### src/rtl/pwarp_pkg.sv
// ----------------------------------------------------------------------------
// pwarp_pkg
// Shared constants and types of the projective pixel warp.
// ----------------------------------------------------------------------------
`default_nettype none
package pwarp_pkg;
    localparam int DEST_COLS = 1024;
    localparam int DEST_ROWS = 1024;
    localparam int FRAC_BITS = 32;

    localparam int COEF_W  = 48;
    localparam int POS_W   = 12;
    localparam int PROD_W  = COEF_W + POS_W + 1;
    localparam int SUM_W   = 62;
    localparam int QBITS   = POS_W + 1;
    localparam int DVS_W   = SUM_W + POS_W;
    localparam int NUM_COEFS = 8;
    localparam int IDX_W   = 3;
    localparam int RGB_W   = 24;

    // register indexes
    localparam logic [IDX_W-1:0] REG_XX = 3'd0;
    localparam logic [IDX_W-1:0] REG_XY = 3'd1;
    localparam logic [IDX_W-1:0] REG_XT = 3'd2;
    localparam logic [IDX_W-1:0] REG_YX = 3'd3;
    localparam logic [IDX_W-1:0] REG_YY = 3'd4;
    localparam logic [IDX_W-1:0] REG_YT = 3'd5;
    localparam logic [IDX_W-1:0] REG_WX = 3'd6;
    localparam logic [IDX_W-1:0] REG_WY = 3'd7;

    localparam logic signed [COEF_W-1:0] COEF_ONE = COEF_W'(64'd1 << FRAC_BITS);

    typedef logic signed [COEF_W-1:0] coef_t;

    // One pixel on its way through the divider chain
    typedef struct packed {
        logic              vld;
        logic [SUM_W-1:0]  rem_x;
        logic [SUM_W-1:0]  rem_y;
        logic [DVS_W-1:0]  dvs;
        logic [QBITS-1:0]  q_x;
        logic [QBITS-1:0]  q_y;
        logic              neg_x;
        logic              neg_y;
        logic              w_zero;
        logic [RGB_W-1:0]  rgb;
    } cell_t;
endpackage
`default_nettype wire

### src/rtl/pwarp_div_cell.sv
// ----------------------------------------------------------------------------
// pwarp_div_cell
// One restoring-division step for both quotients; divisor halves per cell.
// ----------------------------------------------------------------------------
`default_nettype none
module pwarp_div_cell (
    input  wire logic             aclk,
    input  wire logic             aresetn,
    input  wire logic             en,
    input  wire pwarp_pkg::cell_t cin,
    output pwarp_pkg::cell_t      cout
);
    import pwarp_pkg::*;

    logic  ge_x, ge_y;
    logic  vld_reg;
    cell_t data_next, data_reg;

    assign ge_x = {{POS_W{1'b0}}, cin.rem_x} >= cin.dvs;
    assign ge_y = {{POS_W{1'b0}}, cin.rem_y} >= cin.dvs;

    // subtract where the divisor fits, shift in the quotient bit
    always_comb begin
        data_next       = cin;
        data_next.rem_x = ge_x ? cin.rem_x - cin.dvs[SUM_W-1:0] : cin.rem_x;
        data_next.rem_y = ge_y ? cin.rem_y - cin.dvs[SUM_W-1:0] : cin.rem_y;
        data_next.q_x   = {cin.q_x[QBITS-2:0], ge_x};
        data_next.q_y   = {cin.q_y[QBITS-2:0], ge_y};
        data_next.dvs   = cin.dvs >> 1;
    end

    always_ff @(posedge aclk) begin
        if (!aresetn) begin
            vld_reg <= 1'b0;
        end else if (en) begin
            vld_reg <= cin.vld;
        end
    end

    always_ff @(posedge aclk) begin
        if (en) begin
            data_reg <= data_next;
        end
    end

    always_comb begin
        cout     = data_reg;
        cout.vld = vld_reg;
    end
endmodule
`default_nettype wire

### config.mk
export PLATFORM = sky130hd
export DESIGN_NAME = pwarp_div_cell
export DESIGN_NICKNAME = d
export VERILOG_FILES = /design/src/rtl/pwarp_pkg.sv /design/src/rtl/pwarp_div_cell.sv
export SDC_FILE = /design/constraint.sdc
export NUM_CORES = 1
export LEC_CHECK = 0
export ABC_AREA = 0
export BUFFER_PORTS_ARGS = -buffer_cell sky130_fd_sc_hd__buf_2
export CAP_MARGIN = 20
export CORE_UTILIZATION = 30
export DETAILED_ROUTE_END_ITERATION = 7
export HOLD_SLACK_MARGIN = 0.1
export MAX_ROUTING_LAYER = met4
export PLACE_DENSITY = 0.52
export SYNTH_ARGS = -nofsm -noshare
export SYNTH_HDL_FRONTEND = slang
export SYNTH_SLANG_ARGS = --single-unit
### constraint.sdc
create_clock -name aclk -period 6.1 [get_ports aclk]
set_clock_uncertainty 0.2 [all_clocks]
set_input_delay 0 -clock aclk [delete_from_list [all_inputs] [get_ports aclk]]
set_output_delay 0 -clock aclk [all_outputs]
set_load 0.005 [all_outputs]
==> results.cfg, run 1 <==
[status]
outcome = finished clean

[die]
die_w_um = 240
dieArea_um2 = 57500
chipHeight_um = 240
rows = 86
initial_core_util_pct = 30.6
coreArea_um2 = 55500
ioPinCount = 507

[power_and_ir_drop]
power_mw = 5.59
ir_drop_mv = 0.220
p_leak_nw = 11.5
p_per_area_nw_per_um2 = 212

[place]
port-buffer-count = 503
placed_area_um2 = 20200
dp_worst_setup_slack_ns = 1.26
gp_congestion = 0.927
dp_hpwl_mm = 50.8

[worst_setup_path]
crit_start = cin[55]
worstReg2RegStart = vld_reg
critPathLaunchType = input pin
endpoint_kind = flip-flop
worstPathArrival_ns = 5.44
path_class = in2reg
critPathRequiredTime_ns = 6.23
critPathMaxFanout = 50

[drt]
first_pass_iters = 5
antenna_left = 0
drt-total-wl_mm = 69.6
wl_per_cell_um = 20.1
drc_errors = 0
vias_per_cell = 4.96
num_vias = 17221
drt_iter0_drc = 1016

[layout]
fin_area_um2 = 26400
seqCellArea_um2 = 7530
final.fill_count = 5196
drive_above_1_share_pct = 21.5
multi_input_area_um2 = 8720
largest_register_ffs = 250
final_util_pct = 47.6
num-nets-final = 3073
areaGrowthSynthToFinish_pct = 55.6

[sta]
fmax_mhz = 189
finalSetupTns_ns = 0
rsz0062_at_grt = false
finalHoldViolCount = 0
fin_ws_ns = 0.798
period_needed_ns = 5.30
max-slew-margin-rel_pct = 34.7
setup_viol = 0
final_max_slew_viol_count = 0
fin_crit_sh_pct = 86.9
worstMarginPinSlew_ns = 0.980

[logic_synthesis]
ys_seq_area_share_pct = 44.4
syn_area_um2 = 17000
synth_top_area_share_pct = 44.2
yosys_warnings = 0
ys_ff_latch = 251
synth_cell_type_count = 74
synth-async-reset-ratio_pct = 0
yosys-top-cells-area = edfxtp_1 (44%), ha_1 (9.1%), a21oi_1 (4.6%)
synth_edf_count = 250
yosys.area.top_type = edfxtp_1
synth_fp_nets = 2087
syn_inst = 1706
synth_area_per_cell_um2 = 9.95
synth_flop_cell = edfxtp_1

[clock_tree]
cts-root-buf = clkbuf_16
cts.htree.levels = 1
cts.sinks = 251
clock_latency_ns = 0.61
clk_pin_slew_ns = 0.06
clk_path_buf_depth = 3
cts_buffers = 31
cts_resized = 0
cts_tree = built

[grt]
grt_pass1_vias = 17546
track_usage_pct = 24.1
grt_pass1_wl_mm = 102
grt_start_max_net_pins = 144
grt-ovfl-total = 0
antenna_found_initial = 6

[hold_path]
hp-start = cin[137]
hp-class = in2reg

[run]
maxCapViolCount = 0
## cell families after synthesis
kind of cell    count (synthesis)  synth area share, %
compound gates                549                 20.4
simple gates                  440                 12.5
flops                         251                 44.4
buf+inv                       179                 4.33
fa+ha+maj                     126                 9.38
xor+xnor                      108                 5.57
mux                            52                 3.44
other cells                     1               0.0221
## report_power, final
part	switching (mW)	total [mW]	leakage, nW	internal (mW)
Clock	0.822	1.89	0.500	1.07
Sequential	0.0388	2.09	2.45	2.05
Combinational	0.869	1.61	8.50	0.746
Total	1.73	5.59	11.5	3.86
## Yosys cell counts, types with 7 or more instances
library cell	n
a211oi_1	12
a21o_1	69
a21oi_1	155
a31oi_1	18
a41oi_1	8
and2_1	12
and3_1	13
and4_1	9
buf_2	8
clkbuf_1	63
edfxtp_1	250
ha_1	124
inv_1	98
mux2_1	48
nand2_1	170
nand2b_1	17
nand3_1	29
nand4_1	38
nor2_1	66
nor2b_1	15
nor3_1	38
nor4_1	7
o211ai_1	12
o21a_1	17
o21ai_0	142
o21ai_1	15
o21bai_1	34
or3_1	7
xnor2_1	67
xor2_1	41
## per-stage QoR
| step | std cells | hold WS, ns |
|---|---|---|
| after floorplan | 1706 | -0.101 |
| after global placement | 2888 | -0.0230 |
| after detailed placement | 2888 | -0.0212 |
| after CTS | 3465 | 0.104 |
| after global routing | 3471 | 0.130 |
| final | 3472 | 0.140 |
## layout make-up
| cell class | count | share of cell area [%] |
|---|---|---|
| inverters | 99 | 1.43 |
| repair buffers | 1033 | 29.6 |
| well taps | 748 | 3.54 |
| clock inverters | 25 | 0.891 |
| flip-flops and latches | 251 | 28.5 |
| diodes | 7 | 0.0663 |
| clock buffers | 33 | 2.97 |
| multi-input cells | 1276 | 33.0 |
## layer usage
metal / track usage, % / up-vias / routed length (um)
li1: - / 8360 / -
met5: - / - / 0
met2: 39.6 / 596 / 33100
met3: 3.77 / 85 / 4320
met4: 6.97 / 0 / 1840
met1: 30.5 / 8180 / 30400
## critical path, stage by stage
cell and delay (ns):
dlygate4sd3_1 0.53, buf_2 0.12, inv_1 0.07, ha_1 0.37
nor2b_1 0.17, o31ai_1 0.47, a31o_1 0.30, a21oi_4 0.11
a2111oi_4 0.53, o31ai_4 0.16, a31oi_1 0.37, o31a_1 0.22
or2_4 0.34, clkinv_4 0.45, mux2_1 0.51, dlygate4sd3_1 0.56
## repair_timing
item	in CTS	in global routing
hold buffers	519	0
setup buffers	0	0
hold endpoints to repair	357	0
## path summary, 6_finish.rpt
path               endpoint  slack (ns)  cells after the start
setup / recovery  cout[163]        0.80                     16
hold / removal    cout[137]        0.14                      4
hold reg to reg     vld_reg        0.87                      3
setup reg to reg    vld_reg        4.75                      3
## cells in the final DEF (no fill, tap or decap), drive strengths merged, types with 8 or more instances in the layout
cell type,count
nand4,39
nand3,29
nand2,170
a41oi,8
o211ai,12
a211oi,12
mux2,50
o21ai,157
xnor2,67
and2,12
clkinv,15
and3,13
a31oi,18
nor3,38
a21oi,156
edfxtp,250
nor2b,15
a21o,69
inv,104
ha,124
and4,9
clkbuf,33
nor2,66
buf,514
dlygate4sd3,519
xor2,41
o21bai,34
o21a,17
nand2b,17
No activity file was read; power rests on OpenSTA's default activity.
==> inputs of run 2 (changes only) <==
--- a/config.mk
+++ b/config.mk
@@ -9,6 +9,7 @@
 export BUFFER_PORTS_ARGS = -buffer_cell sky130_fd_sc_hd__buf_2
 export CAP_MARGIN = 20
 export CORE_UTILIZATION = 30
+export CTS_BUF_LIST = sky130_fd_sc_hd__clkbuf_2 sky130_fd_sc_hd__clkbuf_4 sky130_fd_sc_hd__clkbuf_8
 export DETAILED_ROUTE_END_ITERATION = 7
 export HOLD_SLACK_MARGIN = 0.1
 export MAX_ROUTING_LAYER = met4
==> run 2 against run 1 <==
Via count grew 1.6%. Total power is essentially flat. Combinational power is essentially flat. Global-route usage grew 0.43 points. Sequential cell count is the same. Wire length grew 1.2%. First-iteration DRC count grew 8.8%. Maximum frequency grew 0.65%. Register-to-register slack is essentially flat. Final cell count grew 1.8%. Die area is the same. Critical path type unchanged.
==> results.cfg, run 2 (synthesis results as in run 1) <==
[die]
rows = 86
initial_core_util_pct = 30.6
chipHeight_um = 240
die_w_um = 240
dieArea_um2 = 57500
ioPinCount = 507
coreArea_um2 = 55500

[drt]
drc_errors = 0
drt_iter0_drc = 1105
wl_per_cell_um = 19.9
drt-total-wl_mm = 70.5
num_vias = 17491
m1WireLength_mm = 30.7
vias_per_cell = 4.95
route.met3.wl_mm = 4.28
top_layer_used = met4
met2_length_mm = 33.5
antenna_left = 0
first_pass_iters = 5

[clock_tree]
cts_tree = built
clk_path_buf_depth = 3
cts-root-buf = clkbuf_8
clk_pin_slew_ns = 0.06
cts_buffers = 48
cts.htree.levels = 2
cts_resized = 0
clock_latency_ns = 0.63
cts.sinks = 251

[grt]
grt_pass1_wl_mm = 104
track_usage_pct = 24.5
antenna_found_initial = 7
grt_start_max_net_pins = 144
grt-ovfl-total = 0
grt_pass1_vias = 18031

[worst_setup_path]
worstPathArrival_ns = 5.43
critPathMaxFanout = 50
crit_slowest_cell = dlygate4sd3_1
cpMostUsedCell = dlygate4sd3_1
path_class = in2reg
worstReg2RegStart = vld_reg
r2r_cells = 3
cp_top_family = compound AO/OA/AOI/OAI gates
crit_chain = dlygate4sd3_1, buf_2, inv_1, ha_1, nor2b_1, o31ai_1, a31o_1, a21oi_4, a2111oi_4, o31ai_4, a31oi_1, o31a_1, or2_4, clkinv_4, mux2_1, dlygate4sd3_1
reg2reg_slack_ns = 4.75
critPathRequiredTime_ns = 6.26
critPathLaunchType = input pin
crit_start = cin[55]
endpoint_kind = flip-flop
cp.depth = 16
critPathMaxStageDelay_ns = 0.57
crit_path_end = cout[163]
worst-path-buf-inv = 5
timing.rr.end = vld_reg

[place]
dp_hpwl_mm = 50.8
gp_congestion = 0.927
port-buffer-count = 503
dp_worst_setup_slack_ns = 1.26

[layout]
multi_input_area_um2 = 8720
final_cell_mix = dlygate4sd3_1 (548), buf_2 (502), edfxtp_1 (250)
final.fill_count = 5172
seqCellArea_um2 = 7530
num-nets-final = 3119
layout_commonest_cell = dlygate4sd3_1
drive_above_1_share_pct = 22.1
largest_register_ffs = 250
areaGrowthSynthToFinish_pct = 57.6

[sta]
final_max_slew_viol_count = 0
period_needed_ns = 5.27
max-slew-margin-rel_pct = 35.0
finalHoldViolCount = 0
rsz0062_at_grt = false
fmax_mhz = 190
finalSetupTns_ns = 0
worstMarginPinSlew_ns = 0.975
fin_ws_ns = 0.832
setup_viol = 0
fin_crit_sh_pct = 86.4

[hold_path]
hp-start = cin[238]
hp-class = in2reg
whs_path_depth = 4

[power_and_ir_drop]
p_per_area_nw_per_um2 = 209
p_leak_nw = 11.6
ir_drop_mv = 0.158

[run]
maxCapViolCount = 0

[status]
outcome = finished clean
[run 2: changes by cell type in the layout (fill, tap and decap cells not counted), sizes merged, moves of 4 or more]
cell and change:
dlygate4sd3 +29, clkinv +5, inv -4, clkbuf +29
[run 2: how the worst min path moves through the flow]
stage                end
6_report       cout[238]
5_1_grt        cout[238]
4_1_cts        cout[238]
3_5_place_dp    cout[39]
3_3_place_gp    cout[26]
2_1_floorplan    cout[0]
[run 2: cell type report]
| class | instances | share of cell area [%] |
|---|---|---|
| diodes | 8 | 0.0749 |
| flip-flops and latches | 251 | 28.2 |
| well taps | 748 | 3.50 |
| repair buffers | 1062 | 30.3 |
| multi-input cells | 1276 | 32.6 |
| clock buffers | 62 | 2.98 |
| clock inverters | 28 | 0.969 |
| inverters | 99 | 1.41 |
[run 2: per-stage QoR]
| stage | area [um2] | std cells | power (mW) | hold slack, ns | util [%] |
|---|---|---|---|---|---|
| floorplan | 17000 | 1706 | 2.89 | -0.101 | - |
| global placement | 20200 | 2888 | 3.45 | -0.0230 | 36.3 |
| detailed placement | 20200 | 2888 | 3.45 | -0.0212 | 36.3 |
| CTS | 26700 | 3526 | 5.63 | 0.118 | 48.1 |
| global route | 26700 | 3533 | 5.87 | 0.174 | 48.2 |
| finish | 26700 | 3534 | 5.59 | 0.179 | 48.2 |
[run 2: tightest hold or removal path: stages]
cell           delay [ns]
dlygate4sd3_1        0.52
buf_2                0.14
nand2_1              0.06
o21ai_0              0.14
[run 2: repair_timing]
action,in CTS,in global routing
endpoints found under the hold margin,357,0
hold buffers,548,0
buffers inserted,0,0
[run 2: where the power goes]
part           leakage [nW]  switching (mW)  internal, mW
Clock                 0.545           0.834          1.04
Combinational          8.62           0.872         0.758
Sequential             2.45          0.0389          2.05
Total                  11.6            1.75          3.85
[run 2: per-layer routing]
metal	vias up	global-route usage (%)
met5	-	-
met1	8312	30.6
li1	8470	-
met3	113	4.08
met2	596	40.3
met4	0	7.70
==> inputs of run 3 (changes only) <==
--- a/config.mk
+++ b/config.mk
@@ -14,6 +14,7 @@
 export HOLD_SLACK_MARGIN = 0.1
 export MAX_ROUTING_LAYER = met4
 export PLACE_DENSITY = 0.52
+export REMOVE_ABC_BUFFERS = 1
 export SYNTH_ARGS = -nofsm -noshare
 export SYNTH_HDL_FRONTEND = slang
 export SYNTH_SLANG_ARGS = --single-unit
==> run 3 against run 2 <==
Maximum frequency grew 1.9%. Critical endpoint is now cout[136]. Sequential power is essentially flat. Combinational power is essentially flat. Cell area shrank 0.32%. First-iteration DRC count grew 17%. Worst setup slack gained 0.099 ns. Via count grew 0.38%. Final cell count shrank 0.20%. Count of clock-buffer cells in the layout shrank 6. Register-to-register slack lost 0.02 ns. Clock power shrank 4%.
==> results.cfg, run 3 (synthesis results as in run 1) <==
[hold_path]
whs_path_depth = 4
hp-class = in2reg
hp-start = cin[250]
whs_endpoint = cout[250]

[worst_setup_path]
worstPathArrival_ns = 5.33
critPathLaunchType = input pin
critPathMaxFanout = 50
endpoint_kind = flip-flop
timing.rr.end = vld_reg
r2r_cells = 3
reg2reg_slack_ns = 4.73
critPathRequiredTime_ns = 6.26
path_class = in2reg
worstReg2RegStart = vld_reg

[place]
dp_hpwl_mm = 50.0
port-buffer-count = 503
gp_congestion = 0.921
dp_cells = 2885

[power_and_ir_drop]
intPower_mw = 3.78
power_frac_seq_pct = 38.0
ir_drop_mv = 0.201
clockPowerShare_pct = 32.7
swShare_pct = 31.5
combPwrFrac_pct = 29.4
p_switching_mw = 1.73
p_leak_nw = 11.6
p_per_area_nw_per_um2 = 207

[sta]
fmax_mhz = 193
final_max_slew_viol_count = 0
fin_crit_sh_pct = 84.7
setup_viol = 0
max-slew-margin-rel_pct = 24.2
finalHoldViolCount = 0
rsz0062_at_grt = false
worstMarginPinSlew_ns = 1.13
fin_worst_hold_slack_ns = 0.149
period_needed_ns = 5.17

[die]
ioPinCount = 507
initial_core_util_pct = 30.6
rows = 86
die_w_um = 240
dieArea_um2 = 57500
chipHeight_um = 240
coreArea_um2 = 55500

[grt]
grt-ovfl-total = 0
track_usage_pct = 24.2
grt_pass1_wl_mm = 103
antenna_found_initial = 2
grt_start_max_net_pins = 172
grt_pass1_vias = 17612

[clock_tree]
cts_buffers = 49
clk_pin_slew_ns = 0.06
postCtsSetupBuffers = 0
cts_resized = 0
cts.sinks = 251
cts.htree.levels = 2
cts-root-buf = clkbuf_8
cts_tree = built
clk_path_buf_depth = 3
hold_buffers = 549
clock_latency_ns = 0.62

[layout]
areaGrowthSynthToFinish_pct = 57.1
num-nets-final = 3118
layout.cells.non_filler = 3527
largest_register_ffs = 250
layout_commonest_cell = dlygate4sd3_1
final_cell_mix = dlygate4sd3_1 (549), buf_2 (502), edfxtp_1 (250)
drive_above_1_share_pct = 21.8

[drt]
first_pass_iters = 6
drc_errors = 0
num_vias = 17557
drt_iter0_drc = 1295
vias_per_cell = 4.98
drt-total-wl_mm = 69.7
wl_per_cell_um = 19.8
antenna_left = 0

[status]
outcome = finished clean

[run]
maxCapViolCount = 0
==> run 3: per-stage QoR <==
step	worst slack (ns)	cell area [um2]	util (%)	setup TNS [ns]	total power, mW
6_report	0.931	26700	48.0	0	5.51
5_1_grt	0.763	26700	48.0	0	5.79
4_1_cts	1.03	26600	48.0	0	5.55
3_5_place_dp	1.46	20200	36.3	0	3.44
3_3_place_gp	1.49	20200	36.3	0	3.44
2_1_floorplan	-0.386	16600	-	-22.34	2.88
==> run 3: metal layers <==
layer	part of all wire, %	wire length (um)	track usage (%)
met2	48	33500	39.5
met3	5.3	3670	3.49
met4	2.4	1640	6.95
met1	44	30900	30.9
met5	0	0	-
==> run 3: critical path: stages <==
cell and delay (ns):
dlygate4sd3_1 0.55, buf_2 0.13, inv_1 0.08, ha_1 0.40, nand2_1 0.14, o21ai_0 0.42
a21oi_1 0.13, a211oi_1 0.64, a2111oi_4 0.10, o31ai_4 0.35, a31oi_1 0.23, o31a_1 0.36
or2_4 0.36, clkinv_4 0.47, mux2_1 0.38, dlygate4sd3_1 0.56
==> run 3: worst max path at each step <==
stage,depth (start not counted),startpoint,endpoint,slack [ns]
3_3_place_gp,14,cin[80],cout[186],1.49
2_1_floorplan,11,cin[80],cout[199],-0.39
3_5_place_dp,14,cin[80],cout[147],1.46
5_1_grt,16,cin[62],cout[134],0.76
4_1_cts,16,cin[73],cout[133],1.03
6_report,16,cin[73],cout[136],0.93
==> run 3: power groups by stage <==
stage          Combinational (mW)  Clock (mW)  Sequential [mW]
2_1_floorplan               0.741           0             2.14
3_3_place_gp                 1.31           0             2.12
3_5_place_dp                 1.32           0             2.12
4_1_cts                      1.60        1.86             2.09
5_1_grt                      1.76        1.93             2.10
6_report                     1.62        1.80             2.09
==> run 3: cell type report <==
cell class,instances,area [um2]
inverter,99,377
multi-input combinational,1276,8710
fill,5245,28900
timing repair buffer,1060,8110
clock buffer,56,727
antenna,2,5.00
tap,748,936
sequential,251,7530
clock inverter,35,265
